File: config.mk
export PLATFORM = sky130hd
export DESIGN_NAME = lcs_ctrl
export DESIGN_NICKNAME = d
export VERILOG_FILES = /design/src/rtl/core/lcs_pkg.sv /design/src/rtl/core/lcs_ctrl.sv
export SDC_FILE = /design/constraint.sdc
export NUM_CORES = 1
export LEC_CHECK = 0
export BUFFER_PORTS_ARGS = -buffer_cell sky130_fd_sc_hd__buf_4
export CORE_AREA = 4 4 41 43
export CTS_BUF_LIST = sky130_fd_sc_hd__clkbuf_8
export DETAILED_ROUTE_END_ITERATION = 10
export DIE_AREA = 0 0 45 47
export PLACE_DENSITY_LB_ADDON = 0.15
export SETUP_SLACK_MARGIN = 0.3
export SYNTH_ARGS = -nofsm -noshare
export SYNTH_HDL_FRONTEND = slang
export SYNTH_SLANG_ARGS = --single-unit
export TNS_END_PERCENT = 5
File: constraint.sdc
create_clock -name clk -period 1.6 [get_ports clk]
set_input_delay 0.16 -clock clk [delete_from_list [all_inputs] [get_ports clk]]
set_output_delay 0.16 -clock clk [all_outputs]
set_load 0.05 [all_outputs]
File: src/rtl/core/lcs_pkg.sv
// Shared types and constants for the largest-component search block.
// Used by lcs_ctrl, lcs_datapath and largest_component_size; no dependencies.
`timescale 1ns / 1ps

package lcs_pkg;

  localparam int MAX_NODES = 64;
  localparam int NODE_W    = 6;
  localparam int COUNT_W   = 7;

  localparam logic [1:0] REQ_ADD    = 2'd0;
  localparam logic [1:0] REQ_SEARCH = 2'd1;
  localparam logic [1:0] REQ_CLEAR  = 2'd2;

  localparam logic       REG_NODE_COUNT = 1'b0;
  localparam logic [6:0] NODE_COUNT_RST = 7'd64;

  typedef enum logic [3:0] {
    ST_IDLE,
    ST_ADD_RD_A,
    ST_ADD_WR_A,
    ST_ADD_RD_B,
    ST_ADD_WR_B,
    ST_INIT,
    ST_SCAN,
    ST_POP,
    ST_ROW_RD,
    ST_EXPAND,
    ST_DONE
  } lcs_state_t;

  typedef struct packed {
    logic latch_edge;
    logic adj_clear;
    logic rd_row_a;
    logic rd_row_b;
    logic rd_row_top;
    logic wr_row_a;
    logic wr_row_b;
    logic search_init;
    logic scan_next;
    logic scan_start;
    logic pop;
    logic push_cand;
    logic comp_done;
    logic out_load;
  } lcs_cmd_t;

  typedef struct packed {
    logic edge_ok;
    logic scan_end;
    logic scan_visited;
    logic stack_empty;
    logic cand_none;
    logic out_busy;
  } lcs_status_t;

endpackage

File: src/rtl/core/lcs_ctrl.sv
// Controller state machine for the largest-component search block.
// Depends on lcs_pkg for the state enum, request codes and command/status structs.
`timescale 1ns / 1ps

module lcs_ctrl (
  input  logic                 clk,
  input  logic                 rst,
  input  logic                 in_valid,
  input  logic [1:0]           req_type,
  input  lcs_pkg::lcs_status_t status,
  output logic                 in_ready,
  output lcs_pkg::lcs_cmd_t    cmd
);

  lcs_pkg::lcs_state_t state;
  lcs_pkg::lcs_state_t state_next;

  always_ff @(posedge clk) begin
    if (rst) begin
      state <= lcs_pkg::ST_IDLE;
    end else begin
      state <= state_next;
    end
  end

  always_comb begin
    state_next = state;
    cmd        = '0;
    in_ready   = 1'b0;
    unique case (state)
      lcs_pkg::ST_IDLE: begin
        in_ready = 1'b1;
        if (in_valid) begin
          cmd.latch_edge = 1'b1;
          case (req_type)
            lcs_pkg::REQ_ADD: begin
              if (status.edge_ok) state_next = lcs_pkg::ST_ADD_RD_A;
            end
            lcs_pkg::REQ_SEARCH: state_next = lcs_pkg::ST_INIT;
            lcs_pkg::REQ_CLEAR:  cmd.adj_clear = 1'b1;
            default: ;
          endcase
        end
      end
      lcs_pkg::ST_ADD_RD_A: begin
        cmd.rd_row_a = 1'b1;
        state_next   = lcs_pkg::ST_ADD_WR_A;
      end
      lcs_pkg::ST_ADD_WR_A: begin
        cmd.wr_row_a = 1'b1;
        state_next   = lcs_pkg::ST_ADD_RD_B;
      end
      lcs_pkg::ST_ADD_RD_B: begin
        cmd.rd_row_b = 1'b1;
        state_next   = lcs_pkg::ST_ADD_WR_B;
      end
      lcs_pkg::ST_ADD_WR_B: begin
        cmd.wr_row_b = 1'b1;
        state_next   = lcs_pkg::ST_IDLE;
      end
      lcs_pkg::ST_INIT: begin
        cmd.search_init = 1'b1;
        state_next      = lcs_pkg::ST_SCAN;
      end
      lcs_pkg::ST_SCAN: begin
        if (status.scan_end) begin
          state_next = lcs_pkg::ST_DONE;
        end else if (status.scan_visited) begin
          cmd.scan_next = 1'b1;
        end else begin
          cmd.scan_start = 1'b1;
          state_next     = lcs_pkg::ST_POP;
        end
      end
      lcs_pkg::ST_POP: begin
        if (status.stack_empty) begin
          cmd.comp_done = 1'b1;
          state_next    = lcs_pkg::ST_SCAN;
        end else begin
          cmd.pop    = 1'b1;
          state_next = lcs_pkg::ST_ROW_RD;
        end
      end
      lcs_pkg::ST_ROW_RD: begin
        cmd.rd_row_top = 1'b1;
        state_next     = lcs_pkg::ST_EXPAND;
      end
      lcs_pkg::ST_EXPAND: begin
        // push one unvisited neighbor per cycle until the row is exhausted
        if (status.cand_none) begin
          state_next = lcs_pkg::ST_POP;
        end else begin
          cmd.push_cand = 1'b1;
        end
      end
      lcs_pkg::ST_DONE: begin
        if (!status.out_busy) begin
          cmd.out_load = 1'b1;
          state_next   = lcs_pkg::ST_IDLE;
        end
      end
      default: state_next = lcs_pkg::ST_IDLE;
    endcase
  end

endmodule

# After elaboration in Yosys (flattened, before gate mapping)
# Index checks and enable logic that the tools add are counted.
[word_totals]
register_bits = 4
input_bits = 11
out_inout_bits = 15
wordCells = 53
[op_classes]
eq_ne = 18
n_mux = 31
reduce_logical = 3
[op_table]
columns = ["cell", "n"]
rows = [
  ["$pmux 4 s10", 1],
  ["$mux 4", 7],
  ["$mux 1", 18],
  ["$eq 4x3->1 const B", 4],
  ["$eq 4x4->1 const B", 3],
  ["$eq 4x2->1 const B", 2],
  ["$mux 2", 4],
  ["$pmux 4 s2", 1],
  ["$ne 2x2->1 const B", 3],
  ["$ne 3x3->1 const B", 2],
  ["$reduce_and 6->1", 1],
  ["$eq 4x1->1 const B", 1],
  ["$logic_not 4->1", 1],
  ["$ne 3x1->1 const B", 1],
  ["$eq 2x1->1 const B", 1],
  ["$eq 2x2->1 const B", 1],
  ["$logic_not 2->1", 1],
]

# Depth between registers and ports, before layout
[depth]
ltp_word = 4
ltp_mapped = 5
depth_no_buf = 4

# Least setup slack after synthesis
# Ideal clock, no wire load.
[synth_path]
kind = "flip-flop to output port"
start = "reg state[2]"
end = "out cmd[0] in the netlist's numbering"
arrival_ns = 2.262
required_ns = 1.440
slack_ns = -0.822
stages_incl_launch_ff = 4
n_path_buf = 1
path_cell_list = "dfxtp_1 -> buf_2 -> nand2b_1 -> nor4b_1"
[synth_rtl]
columns = ["element", "line", "source"]
rows = [
  ["start, declared", "lcs_ctrl.sv:15", "lcs_pkg::lcs_state_t state;"],
  ["start signal, assigned", "lcs_ctrl.sv:20", "state <= lcs_pkg::ST_IDLE;"],
  ["start signal, assigned", "lcs_ctrl.sv:22", "state <= state_next;"],
  ["end, declared", "lcs_ctrl.sv:12", "output lcs_pkg::lcs_cmd_t cmd"],
]

==> results_dict.tcl <==
set metrics [dict create \
    seqCellArea_um2 92.6 \
    synth-main-ff-cell "dfxtp_1" \
    n_fill_cell 124 \
    reg_top3 "state (4)" \
    yosys.area.top_type "dfxtp_1" \
    synthTopCellsByArea "dfxtp_1 (18%), nand2b_1 (5.6%), nor3_1 (5.6%)" \
    grt_util_all_layers_pct 16.8 \
    grt_pass1_wl_mm 2.60 \
    synth-seq-area-share_pct 17.9 \
    grt-ovfl-total 0 \
    port_buffers 25 \
    grt_max_degree 12 \
    vias 611 \
    p_leak_nw 0.391 \
    clkSinkCount 4 \
    timing.fmax_mhz 647 \
    wl_per_cell_um 14.7 \
    worstMarginPinSlew_ns 0.292 \
    wirelength_mm 1.65 \
    r2r_start "state[1]$_SDFFE_PP0P_" \
    slew_headroom_pct 80.4 \
    drt_iter0_drc 13 \
    finalHoldViolations 0 \
    die-area_mm2 0.00212 \
    ios 26 \
    syn_inst 62 \
    cts_hold_buf 0 \
    cellPowerDensity_mw_per_mm2 1830 \
    cts_root_buffer "clkbuf_8" \
    p_int_mw 0.794 \
    n_antenna_cell 0 \
    largest_register_ff_count 4 \
    h-tree-depth 1 \
    cp-startpoint "state[0]$_SDFFE_PP0P_" \
    period_share_pct 96.6 \
    critical_path_depth 4 \
    multi_input_area_um2 438 \
    clockBufferDepth 2 \
    start_kind "flop" \
    area_delta_synth_final_pct 98.0 \
    gp_congestion 0.791 \
    min_path_type "input port to flop" \
    nets 110 \
    fin_skew_ns 0.00545 \
    start_util_pct 34.4 \
    irDropWorstVdd_mv 1.03 \
    route.antenna.remaining_nets 0 \
    holdCritStartpoint "rst" \
    p_comb_share_pct 70.8 \
    clkPwrFrac_pct 13.0 \
    routed_via_density 5.46 \
    synth_fp_nets 73 \
    critPathMaxStageDelay_ns 0.37 \
    numCtsBuffers 3 \
    synth-seq-cells 4 \
    path_class "flop to output port" \
    worst-path-max-fanout 8 \
    first_pass_iters 4 \
    path_cells "or2_4 -> buf_4 -> nor4_4 -> buf_6" \
    status "complete, no violations" \
    layout-drive-gt1-share_pct 68.0 \
    num_rows 13 \
    largest_register "state" \
    ys_async_sr_fraction_pct 0 \
    place_inst 108 \
    critPathCaptureType "output port" \
    setup_viol 0 \
    cp_slowest_cell "dfxtp_4" \
    rr_worst_depth 4 \
    core_area_mm2 0.00130 \
    rsz0062_at_grt "yes" \
    period_needed_ns 1.55 \
    hold_depth 2 \
    postSynthAreaPerCell_um2 7.22 \
    power_frac_seq_pct 16.2 \
    die_height_um 47 \
    antenna_found_initial 0 \
    tns_ns 0 \
    dp_hpwl_mm 1.33 \
    synthTopCellsByCount "nor2_1 (6), nor3_1 (5), dfxtp_1 (4), nand2_1 (4), nand2b_1 (4)" \
    required_ns 1.44 \
    p_switching_mw 0.829 \
    drcViolationCount 0 \
    cts_tree "done" \
    yosys.cell_types.count 36 \
    yosys.cell_count.top_type "nor2_1" \
    synth_area_um2 448 \
    crit_family "simple AND/OR/NAND/NOR gates" \
    drv_cap 0 \
    instances_no_fill 112 \
    arrival_ns 1.39 \
    yosysWarnings 0 \
    fp.dieW_um 45 \
    first_global_vias 580 \
    sw_frac_of_total_pct 51.1 \
    clk_pin_slew_ns 0.03 \
    clock_latency_ns 0.22 \
    critical_path_buf_inv_count 2 \
    slew_viol_final 0 \
    synth-edff-count 0 \
    synth_top_cell_area_share_pct 17.9 \
]
==> timing repair <==
item | CTS | global route
endpoints found under the setup margin | 19 | 19
pin swaps | 0 | 1
setup buffers | 0 | 1
gates cloned | 0 | 0
resized for setup | 11 | 0
==> layout make-up <==
class                   instances  area share (%)
multi-input cells              50            49.4
repair buffers                 37            32.2
flip-flops and latches          4            10.4
clock buffers                   3            4.65
well taps                      15            2.12
inverters                       3            1.27
==> routing by layer <==
metal	up-vias	share of wire, %	track usage, %	wire length (µm)
li1	298	-	-	-
met1	297	42	20.7	688
met2	16	54	29.9	895
met3	0	3.7	2.30	61
met4	0	0	5.26	0
met5	-	0	0	0
==> cells in the final DEF (no fill, tap or decap), types with 2 or more instances in the layout <==
| master | Yosys | final |
|---|---|---|
| buf_6 | 2 | 2 |
| clkbuf_8 | 0 | 3 |
| nand2b_1 | 4 | 3 |
| a21oi_1 | 2 | 2 |
| nand2_1 | 4 | 3 |
| dfxtp_4 | 0 | 3 |
| nor3_2 | 2 | 3 |
| nor2_2 | 1 | 5 |
| o21bai_1 | 2 | 2 |
| inv_1 | 3 | 3 |
| nor3_4 | 0 | 3 |
| buf_4 | 0 | 35 |
==> worst register-to-register path, delay by kind of cell (launching register included) <==
family / cells / cell delay [ns]
AND/OR/NAND/NOR: 1 / 0.38
flip-flops: 1 / 0.38
AO/OA/AOI/OAI: 3 / 0.55
==> power groups by stage <==
| stage | clock (mW) | combinational [mW] | sequential, mW |
|---|---|---|---|
| after global routing | 0.222 | 1.22 | 0.276 |
| final | 0.211 | 1.15 | 0.263 |
| after CTS | 0.212 | 1.14 | 0.263 |
| after global placement | 0 | 1.12 | 0.235 |
| after floorplan | 0 | 0.874 | 0.163 |
| after detailed placement | 0 | 1.12 | 0.238 |
==> cell families after synthesis <==
kind of cell           share of synthesized area (%)
and+or+nand+nor                                 44.7
AOI/OAI and AO/OA                               24.3
buffers and inverters                           10.9
DFF                                             17.9
muxes                                           2.23
==> path summary, 6_finish.rpt <==
| kind | to | slack (ns) |
|---|---|---|
| setup / recovery | cmd[4] | 0.05 |
| setup reg to reg | state[0]$_SDFFE_PP0P_ | 0.17 |
| hold reg to reg | state[2]$_SDFFE_PP0P_ | 0.66 |
| hold / removal | state[1]$_SDFFE_PP0P_ | 0.12 |
==> through the flow <==
stage	hold WS (ns)	setup slack, ns	utilization, %	area (µm²)	power [mW]
floorplan	0.238	0.129	-	562	1.04
global placement	0.351	0.116	62.3	811	1.35
detailed placement	0.348	0.0733	62.3	811	1.36
CTS	0.117	0.0634	67.6	880	1.62
global route	0.126	0.0213	68.2	887	1.71
finish	0.120	0.0546	68.2	887	1.62
Power figures use the tool's default switching activity.
